**config.mk**
```make
export PLATFORM = sky130hd
export DESIGN_NAME = dual_battery_voltage_monitor
export DESIGN_NICKNAME = d
export VERILOG_FILES = /design/src/hw/rtl/dbvm_pkg.sv /design/src/hw/rtl/dbvm_lane.sv /design/src/hw/rtl/dbvm_merge.sv /design/src/hw/rtl/dual_battery_voltage_monitor.sv
export SDC_FILE = /design/constraint.sdc
export NUM_CORES = 2
export LEC_CHECK = 0
export BUFFER_PORTS_ARGS = -buffer_cell sky130_fd_sc_hd__buf_2
export CAP_MARGIN = 20
export CORE_MARGIN = 4
export CORE_UTILIZATION = 35
export CTS_CLUSTER_SIZE = 8
export DETAILED_ROUTE_END_ITERATION = 16
export PLACE_DENSITY = 0.49
export SLEW_MARGIN = 30
export SYNTH_ARGS = -nofsm -noshare
export SYNTH_HDL_FRONTEND = slang
export SYNTH_SLANG_ARGS = --single-unit
```
**constraint.sdc**
```tcl
create_clock -name clock -period 44.5 [get_ports clock]
set_input_delay 13.35 -clock clock [delete_from_list [all_inputs] [get_ports clock]]
set_output_delay 13.35 -clock clock [all_outputs]
set_load 0.02 [all_outputs]
```
**src/hw/rtl/dbvm_pkg.sv**
```systemverilog
`timescale 1ns / 1ps
// ----------------------------------------------------------------------------
// dbvm_pkg
// Shared widths, register indexes, reset values and pipeline control types
// for the dual battery voltage monitor.
// ----------------------------------------------------------------------------
package dbvm_pkg;

   localparam int ADC_W    = 10;
   localparam int GAIN_W   = 16;
   localparam int VOLT_W   = 16;
   localparam int RAW_W    = ADC_W + GAIN_W - 8;
   localparam int LIMIT_W  = 16;
   localparam int EVERY_W  = 6;
   localparam int CSR_IDX_W  = 3;
   localparam int CSR_DATA_W = 16;

   localparam int WINDOW_DEFAULT = 25;

   localparam logic [CSR_IDX_W-1:0] CSR_GAIN_FIRST   = 3'd0;
   localparam logic [CSR_IDX_W-1:0] CSR_GAIN_SECOND  = 3'd1;
   localparam logic [CSR_IDX_W-1:0] CSR_LIMIT_FIRST  = 3'd2;
   localparam logic [CSR_IDX_W-1:0] CSR_LIMIT_SECOND = 3'd3;
   localparam logic [CSR_IDX_W-1:0] CSR_ALARM_EVERY  = 3'd4;

   localparam logic [GAIN_W-1:0]  GAIN_FIRST_RST   = 16'd2286;
   localparam logic [GAIN_W-1:0]  GAIN_SECOND_RST  = 16'd2286;
   localparam logic [LIMIT_W-1:0] LIMIT_FIRST_RST  = 16'd2432;
   localparam logic [LIMIT_W-1:0] LIMIT_SECOND_RST = 16'd3328;
   localparam logic [EVERY_W-1:0] ALARM_EVERY_RST  = 6'd20;

   // stage capture strobes, one per pipeline stage
   typedef struct packed {
      logic s1;
      logic s2;
      logic s3;
   } dbvm_adv_type;

endpackage

```
**src/hw/rtl/dbvm_lane.sv**
```systemverilog
`timescale 1ns / 1ps
// ----------------------------------------------------------------------------
// dbvm_lane
// One battery channel: scale the count to a Q8 voltage, saturate, keep the
// moving-average window and running sum, and divide the sum by the window.
// ----------------------------------------------------------------------------
module dbvm_lane #(
   parameter int WINDOW = dbvm_pkg::WINDOW_DEFAULT
) (
   input  logic                             clock,
   input  logic                             reset,
   input  dbvm_pkg::dbvm_adv_type           adv,
   input  logic [dbvm_pkg::ADC_W-1:0]       adc,
   input  logic [dbvm_pkg::GAIN_W-1:0]      gain,
   input  logic [dbvm_pkg::LIMIT_W-1:0]     limit,
   output logic                             low,
   output logic [dbvm_pkg::VOLT_W-1:0]      volt,
   output logic [dbvm_pkg::VOLT_W-1:0]      mean
);

   localparam int VW     = dbvm_pkg::VOLT_W;
   localparam int RW     = dbvm_pkg::RAW_W;
   localparam int PW     = dbvm_pkg::ADC_W + dbvm_pkg::GAIN_W;
   localparam int LOG_W  = $clog2(WINDOW);
   localparam int SUM_W  = VW + LOG_W;
   localparam int SHIFT  = SUM_W + LOG_W;
   localparam int MUL_W  = SUM_W + 1;
   localparam int MPROD_W = SUM_W + MUL_W;
   // round-up reciprocal, exact for every sum below 2**SUM_W
   localparam longint unsigned MUL_FULL =
      ((64'd1 << SHIFT) + 64'(WINDOW) - 64'd1) / 64'(WINDOW);
   localparam logic [MUL_W-1:0] MUL = MUL_W'(MUL_FULL);

   logic [PW-1:0]       prod_w;
   logic [RW-1:0]       raw_ff;
   logic [VW-1:0]       sat_w;
   logic [VW-1:0]       win_ff [WINDOW];
   logic [SUM_W-1:0]    sum_ff;
   logic [SUM_W-1:0]    sum_in;
   logic [VW-1:0]       volt2_ff;
   logic                low2_ff;
   logic [MPROD_W-1:0]  mprod_w;
   logic [VW-1:0]       volt3_ff;
   logic [VW-1:0]       mean3_ff;

   // stage 1: scale count by gain
   assign prod_w = PW'(adc) * PW'(gain);

   always_ff @(posedge clock) begin
      if (adv.s1) begin
         raw_ff <= prod_w[PW-1:8];
      end
   end

   // stage 2: saturate, compare, update window and running sum
   assign sat_w  = (raw_ff[RW-1:VW] != '0) ? {VW{1'b1}} : raw_ff[VW-1:0];
   assign sum_in = sum_ff - SUM_W'(win_ff[WINDOW-1]) + SUM_W'(sat_w);

   always_ff @(posedge clock) begin
      if (reset) begin
         sum_ff <= '0;
         for (int i = 0; i < WINDOW; i++) begin
            win_ff[i] <= '0;
         end
      end else if (adv.s2) begin
         sum_ff    <= sum_in;
         win_ff[0] <= sat_w;
         for (int i = 1; i < WINDOW; i++) begin
            win_ff[i] <= win_ff[i-1];
         end
      end
   end

   always_ff @(posedge clock) begin
      if (adv.s2) begin
         volt2_ff <= sat_w;
         // unsaturated voltage against the limit
         low2_ff  <= (raw_ff <= RW'(limit));
      end
   end

   // stage 3: window mean by reciprocal multiply
   assign mprod_w = MPROD_W'(sum_ff) * MPROD_W'(MUL);

   always_ff @(posedge clock) begin
      if (adv.s3) begin
         volt3_ff <= volt2_ff;
         mean3_ff <= mprod_w[SHIFT +: VW];
      end
   end

   assign low  = low2_ff;
   assign volt = volt3_ff;
   assign mean = mean3_ff;

endmodule

```
**src/hw/rtl/dbvm_merge.sv**
```systemverilog
`timescale 1ns / 1ps
// ----------------------------------------------------------------------------
// dbvm_merge
// Combines the two lane compare flags and runs the low-reading counter that
// produces the periodic alarm pulse.
// ----------------------------------------------------------------------------
module dbvm_merge (
   input  logic                             clock,
   input  logic                             reset,
   input  dbvm_pkg::dbvm_adv_type           adv,
   input  logic                             low_first,
   input  logic                             low_second,
   input  logic [dbvm_pkg::EVERY_W-1:0]     alarm_every,
   output logic                             low_seen,
   output logic                             alarm_pulse
);

   localparam int EW = dbvm_pkg::EVERY_W;

   logic [EW-1:0] count_ff;
   logic [EW-1:0] count_in;
   logic          low_ff;
   logic          pulse_ff;
   logic          low_w;
   logic          pulse_w;
   logic [EW:0]   period_w;
   logic [EW:0]   next_w;

   assign low_w    = low_first | low_second;
   // zero period behaves as the full counter range
   assign period_w = (alarm_every == '0) ? (EW+1)'(1) << EW : (EW+1)'(alarm_every);
   assign next_w   = (EW+1)'(count_ff) + (EW+1)'(1);

   always_comb begin
      count_in = count_ff;
      pulse_w  = 1'b0;
      if (low_w) begin
         if (next_w >= period_w) begin
            count_in = '0;
            pulse_w  = 1'b1;
         end else begin
            count_in = next_w[EW-1:0];
         end
      end
   end

   always_ff @(posedge clock) begin
      if (reset) begin
         count_ff <= '0;
      end else if (adv.s3) begin
         count_ff <= count_in;
      end
   end

   always_ff @(posedge clock) begin
      if (adv.s3) begin
         low_ff   <= low_w;
         pulse_ff <= pulse_w;
      end
   end

   assign low_seen    = low_ff;
   assign alarm_pulse = pulse_ff;

endmodule

```
**src/hw/rtl/dual_battery_voltage_monitor.sv**
```systemverilog
`timescale 1ns / 1ps
// ----------------------------------------------------------------------------
// dual_battery_voltage_monitor
// Two-lane battery monitor: Q8 voltages, moving-average means and an
// undervoltage flag with a periodic alarm pulse.
//
//   channel  direction  handshake            payload
//   req      in         req_valid/req_ready  adc_first, adc_second
//   rsp      out        rsp_valid/rsp_ready  volts, means, low_seen, alarm_pulse
//   csr      in         csr_we               csr_index, csr_wdata
//
// Three-stage pipeline (scale multiply, window/sum update, mean multiply);
// one transaction per cycle sustained while rsp_ready is held high.
// The running sum and window update once per accepted transaction.
// Reset clears window, sums, alarm counter and valid flags, and sets the configuration registers to defaults.
// A stalled output holds its stages; earlier empty stages keep filling.
// ----------------------------------------------------------------------------
module dual_battery_voltage_monitor #(
   parameter int WINDOW = dbvm_pkg::WINDOW_DEFAULT
) (
   input  logic                                clock,
   input  logic                                reset,
   input  logic                                req_valid,
   output logic                                req_ready,
   input  logic [dbvm_pkg::ADC_W-1:0]          req_adc_first,
   input  logic [dbvm_pkg::ADC_W-1:0]          req_adc_second,
   output logic                                rsp_valid,
   input  logic                                rsp_ready,
   output logic [dbvm_pkg::VOLT_W-1:0]         rsp_volt_first,
   output logic [dbvm_pkg::VOLT_W-1:0]         rsp_mean_first,
   output logic [dbvm_pkg::VOLT_W-1:0]         rsp_volt_second,
   output logic [dbvm_pkg::VOLT_W-1:0]         rsp_mean_second,
   output logic                                rsp_low_seen,
   output logic                                rsp_alarm_pulse,
   input  logic                                csr_we,
   input  logic [dbvm_pkg::CSR_IDX_W-1:0]      csr_index,
   input  logic [dbvm_pkg::CSR_DATA_W-1:0]     csr_wdata
);

   logic [dbvm_pkg::GAIN_W-1:0]  gain_first_ff;
   logic [dbvm_pkg::GAIN_W-1:0]  gain_second_ff;
   logic [dbvm_pkg::LIMIT_W-1:0] limit_first_ff;
   logic [dbvm_pkg::LIMIT_W-1:0] limit_second_ff;
   logic [dbvm_pkg::EVERY_W-1:0] alarm_every_ff;

   logic v1_ff, v2_ff, v3_ff;
   logic v1_in, v2_in, v3_in;
   dbvm_pkg::dbvm_adv_type adv;
   logic low_first, low_second;

   // configuration registers
   always_ff @(posedge clock) begin
      if (reset) begin
         gain_first_ff   <= dbvm_pkg::GAIN_FIRST_RST;
         gain_second_ff  <= dbvm_pkg::GAIN_SECOND_RST;
         limit_first_ff  <= dbvm_pkg::LIMIT_FIRST_RST;
         limit_second_ff <= dbvm_pkg::LIMIT_SECOND_RST;
         alarm_every_ff  <= dbvm_pkg::ALARM_EVERY_RST;
      end else if (csr_we) begin
         unique case (csr_index)
            dbvm_pkg::CSR_GAIN_FIRST: begin
               gain_first_ff <= csr_wdata[dbvm_pkg::GAIN_W-1:0];
            end
            dbvm_pkg::CSR_GAIN_SECOND: begin
               gain_second_ff <= csr_wdata[dbvm_pkg::GAIN_W-1:0];
            end
            dbvm_pkg::CSR_LIMIT_FIRST: begin
               limit_first_ff <= csr_wdata[dbvm_pkg::LIMIT_W-1:0];
            end
            dbvm_pkg::CSR_LIMIT_SECOND: begin
               limit_second_ff <= csr_wdata[dbvm_pkg::LIMIT_W-1:0];
            end
            dbvm_pkg::CSR_ALARM_EVERY: begin
               alarm_every_ff <= csr_wdata[dbvm_pkg::EVERY_W-1:0];
            end
            default: begin
            end
         endcase
      end
   end

   // pipeline flow control
   always_comb begin
      adv.s3    = v2_ff && (!v3_ff || rsp_ready);
      adv.s2    = v1_ff && (!v2_ff || adv.s3);
      req_ready = !v1_ff || adv.s2;
      adv.s1    = req_valid && req_ready;
      v1_in     = adv.s1 ? 1'b1 : (adv.s2 ? 1'b0 : v1_ff);
      v2_in     = adv.s2 ? 1'b1 : (adv.s3 ? 1'b0 : v2_ff);
      v3_in     = adv.s3 ? 1'b1 : (rsp_ready ? 1'b0 : v3_ff);
   end

   always_ff @(posedge clock) begin
      if (reset) begin
         v1_ff <= 1'b0;
         v2_ff <= 1'b0;
         v3_ff <= 1'b0;
      end else begin
         v1_ff <= v1_in;
         v2_ff <= v2_in;
         v3_ff <= v3_in;
      end
   end

   dbvm_lane #(.WINDOW(WINDOW)) u_lane_first (
      .clock (clock),
      .reset (reset),
      .adv   (adv),
      .adc   (req_adc_first),
      .gain  (gain_first_ff),
      .limit (limit_first_ff),
      .low   (low_first),
      .volt  (rsp_volt_first),
      .mean  (rsp_mean_first)
   );

   dbvm_lane #(.WINDOW(WINDOW)) u_lane_second (
      .clock (clock),
      .reset (reset),
      .adv   (adv),
      .adc   (req_adc_second),
      .gain  (gain_second_ff),
      .limit (limit_second_ff),
      .low   (low_second),
      .volt  (rsp_volt_second),
      .mean  (rsp_mean_second)
   );

   dbvm_merge u_merge (
      .clock       (clock),
      .reset       (reset),
      .adv         (adv),
      .low_first   (low_first),
      .low_second  (low_second),
      .alarm_every (alarm_every_ff),
      .low_seen    (rsp_low_seen),
      .alarm_pulse (rsp_alarm_pulse)
   );

   assign rsp_valid = v3_ff;

`ifndef SYNTHESIS
   // pipeline empties on reset and is ready right after
   a_reset_empty: assert property (@(posedge clock)
      reset |=> (!rsp_valid && req_ready))
      else $error("pipeline not empty after reset");

   // an accepted transaction always lands in the first stage
   a_accept_lands: assert property (@(posedge clock) disable iff (reset)
      (req_valid && req_ready) |=> v1_ff)
      else $error("accepted transaction lost");

   // an alarm pulse only comes with a low reading
   a_pulse_low: assert property (@(posedge clock) disable iff (reset)
      (rsp_valid && rsp_alarm_pulse) |-> rsp_low_seen)
      else $error("alarm pulse without low reading");
`endif

endmodule
```
==> results.json <==
{
  "yosysWarnings": 0,
  "r2r-end": "u_lane_first.mean[9]$_DFFE_PP_",
  "placed_cells": 7737,
  "nets": 6621,
  "r2r-start": "u_lane_first.sum_ff[3]$_SDFFE_PP0P_",
  "final.setup.tns_ps": 0,
  "synth_cell_type_count": 71,
  "grt_usage_pct": 14.6,
  "initial_utilization_pct": 35.2,
  "cts_buffers": 153,
  "design_power_total_mw": 5.82,
  "path_clk_slew_ps": 50,
  "die_width_um": 440,
  "cts_setup_buffers": 0,
  "grt_pass1_vias": 39118,
  "cts_num_sinks": 1057,
  "rows": 158,
  "wl_per_cell_um": 17.3,
  "vias_per_cell": 4.65,
  "wl_mm": 138,
  "peakVddDrop_mv": 0.134,
  "synthMuxAreaShare_pct": 0.0612,
  "maxSlewHeadroom_pct": 34.7,
  "grt_use_met2_pct": 23.7,
  "clock-root-buffer": "clkbuf_16",
  "postCtsHoldBufs": 0,
  "cpMostUsedCell": "buf_2",
  "min-delay-path-class": "reg -> reg",
  "finalHoldViolCount": 0,
  "setup_viol_count_final": 0,
  "final_max_slew_viol_count": 0,
  "tightestPinTransition_ps": 980,
  "grt_overflow": 0,
  "worstSetupEndpoint": "req_ready",
  "r2r_cells": 23,
  "outcome": "completed",
  "arrival_ps": 14340,
  "num_vias": 37088,
  "io_buffer_count": 111,
  "cts_repair_resize_count": 0,
  "coreArea_sq_um": 186000,
  "post-route-util_pct": 39.5,
  "r2r_setup_slack_ps": 37140,
  "antenna_left": 0,
  "synth_xor_area_share_pct": 1.42,
  "crit_required_ps": 31150,
  "finClkSkew_ps": 78.6,
  "fmax_ghz": 0.0361,
  "synth_top_family_by_area": "adder cells",
  "final_cell_mix": "edfxtp_1, inv_1, and2_1",
  "avgSynthCellArea_sq_um": 12.4,
  "drc": 0,
  "async_reset_ff_share_pct": 0,
  "netlist_area_sq_um": 65400,
  "drt_iter0_markers": 2096,
  "gp_congestion": 0.847,
  "synth_seq_area_share_pct": 46.7,
  "io-pin-count": 112,
  "synth_edf_count": 936,
  "fin_crit_sh_pct": 62.2,
  "dp.final_hpwl_mm": 98.5,
  "cpMaxStageDelayCell": "nor2b_1",
  "final_cells": 7972,
  "startpoint": "rsp_ready",
  "start_kind": "primary input",
  "cts_buffer_depth": 3,
  "power_density_nw_per_um2": 79.4,
  "crit_chain": "buf_2 -> nor2b_1 -> nand3_1 -> buf_2",
  "ys_seq_elements": 1057,
  "synth_cells": 5297,
  "drv_cap": 0,
  "gr-usage-met1_pct": 20.1,
  "cts_max_level": 4,
  "drtPass1Iterations": 5,
  "yosys.area_share.simple_pct": 13.7,
  "cp_max_fo": 6,
  "grt_max_degree": 248,
  "whs_ps": 404,
  "cts_tree": "yes",
  "slowest_delay_ps": 490,
  "path_class": "in -> out",
  "antenna_found_initial": 8,
  "top_usage_layer": "met2",
  "clkLatencyLatePin_ps": 780,
  "critPathCaptureType": "output port",
  "post-route-min-period_ps": 27690,
  "final_common_cell": "edfxtp_1",
  "dieArea_sq_um": 194000,
  "syn2layout_area_growth_pct": 12.0,
  "die_h_um": 440,
  "rsz0062_at_grt": "no",
  "synth_compound_area_share_pct": 4.05,
  "synthAdderAreaFrac_pct": 28.7,
  "grt_first_pass_wirelength_mm": 222,
  "drive_above_1_share_pct": 6.16,
  "synth-main-ff-cell": "edfxtp_1",
  "synthesis.nets": 6505,
  "p_leak_nw": 32.5,
  "use_met3_pct": 2.59
}
-- Yosys cell counts, drive strengths merged (21+ instances only) --
cell type | n | area [sq um]
a21o | 74 | 556
a21oi | 151 | 763
and2 | 722 | 4520
clkbuf | 174 | 653
dfxtp | 121 | 2420
edfxtp | 936 | 28100
fa | 560 | 11200
ha | 604 | 7560
inv | 764 | 2870
nand2 | 374 | 1400
nand3 | 31 | 155
nand3b | 26 | 195
nor2 | 86 | 323
nor2b | 241 | 1510
nor3 | 21 | 110
o21ai | 49 | 245
or3 | 40 | 250
xnor2 | 77 | 674
xor2 | 29 | 254
-- cell type report --
cell class,count,area [sq um]
clock buffers,211,4070
flip-flops and latches,1057,30500
clock inverters,20,449
multi-input cells,3299,31400
diodes,3,7.51
inverters,765,2880
well taps,2480,3100
repair buffers,137,825
fillers,17829,112000
-- cells by family (layout without fill, tap and decap cells) --
logic type / after synthesis / in the layout
compound gates: 409 / 409
xor+xnor: 106 / 106
fa+ha+maj: 1164 / 1164
buf+inv: 941 / 1133
flops: 1057 / 1057
mux: 4 / 4
other cells: 0 / 3
simple gates: 1616 / 1616
-- flip-flops by register name (all words and copies together) (netlist names), 18 cells and up --
register              flops
u_lane_first.win_ff     400
u_lane_second.win_ff    400
u_lane_first.sum_ff      21
u_lane_second.sum_ff     21
u_lane_first.raw_ff      18
u_lane_second.raw_ff     18
-- power breakdown --
part           internal [mW]  switching, mW
sequential              1.25         0.0805
clock                  0.654          0.438
combinational           1.47           1.92
-- stage by stage --
step,setup WS [ps],cell area [sq um]
global placement,16840,68700
CTS,16810,73200
detailed placement,16830,68700
global route,16750,73300
finish,16810,73300
floorplan,7350,65400
-- routing by layer --
| metal | up-vias | routed length, um |
|---|---|---|
| met5 | - | 0 |
| met1 | 18691 | 64200 |
| li1 | 17652 | - |
| met2 | 548 | 64800 |
| met3 | 197 | 5570 |
| met4 | 0 | 3490 |
-- worst max-delay path: cells and delay by family --
family,cells,cell delay [ps]
buffers and inverters,2,290
and+or+nand+nor,2,690
-- worst min-delay path by stage --
| stage | depth (start not counted) | startpoint | endpoint |
|---|---|---|---|
| after floorplan | 0 | u_lane_first.volt2_ff[0]$_DFFE_PP_ | u_lane_first.volt[0]$_DFFE_PP_ |
| after global placement | 0 | u_lane_first.volt2_ff[15]$_DFFE_PP_ | u_lane_first.volt[15]$_DFFE_PP_ |
| after detailed placement | 0 | u_lane_second.volt2_ff[11]$_DFFE_PP_ | u_lane_second.volt[11]$_DFFE_PP_ |
| after CTS | 0 | u_lane_first.volt2_ff[12]$_DFFE_PP_ | u_lane_first.volt[12]$_DFFE_PP_ |
| after global routing | 0 | u_lane_first.volt2_ff[12]$_DFFE_PP_ | u_lane_first.volt[12]$_DFFE_PP_ |
| final | 0 | u_lane_first.volt2_ff[12]$_DFFE_PP_ | u_lane_first.volt[12]$_DFFE_PP_ |
Power figures use the tool's default switching activity.
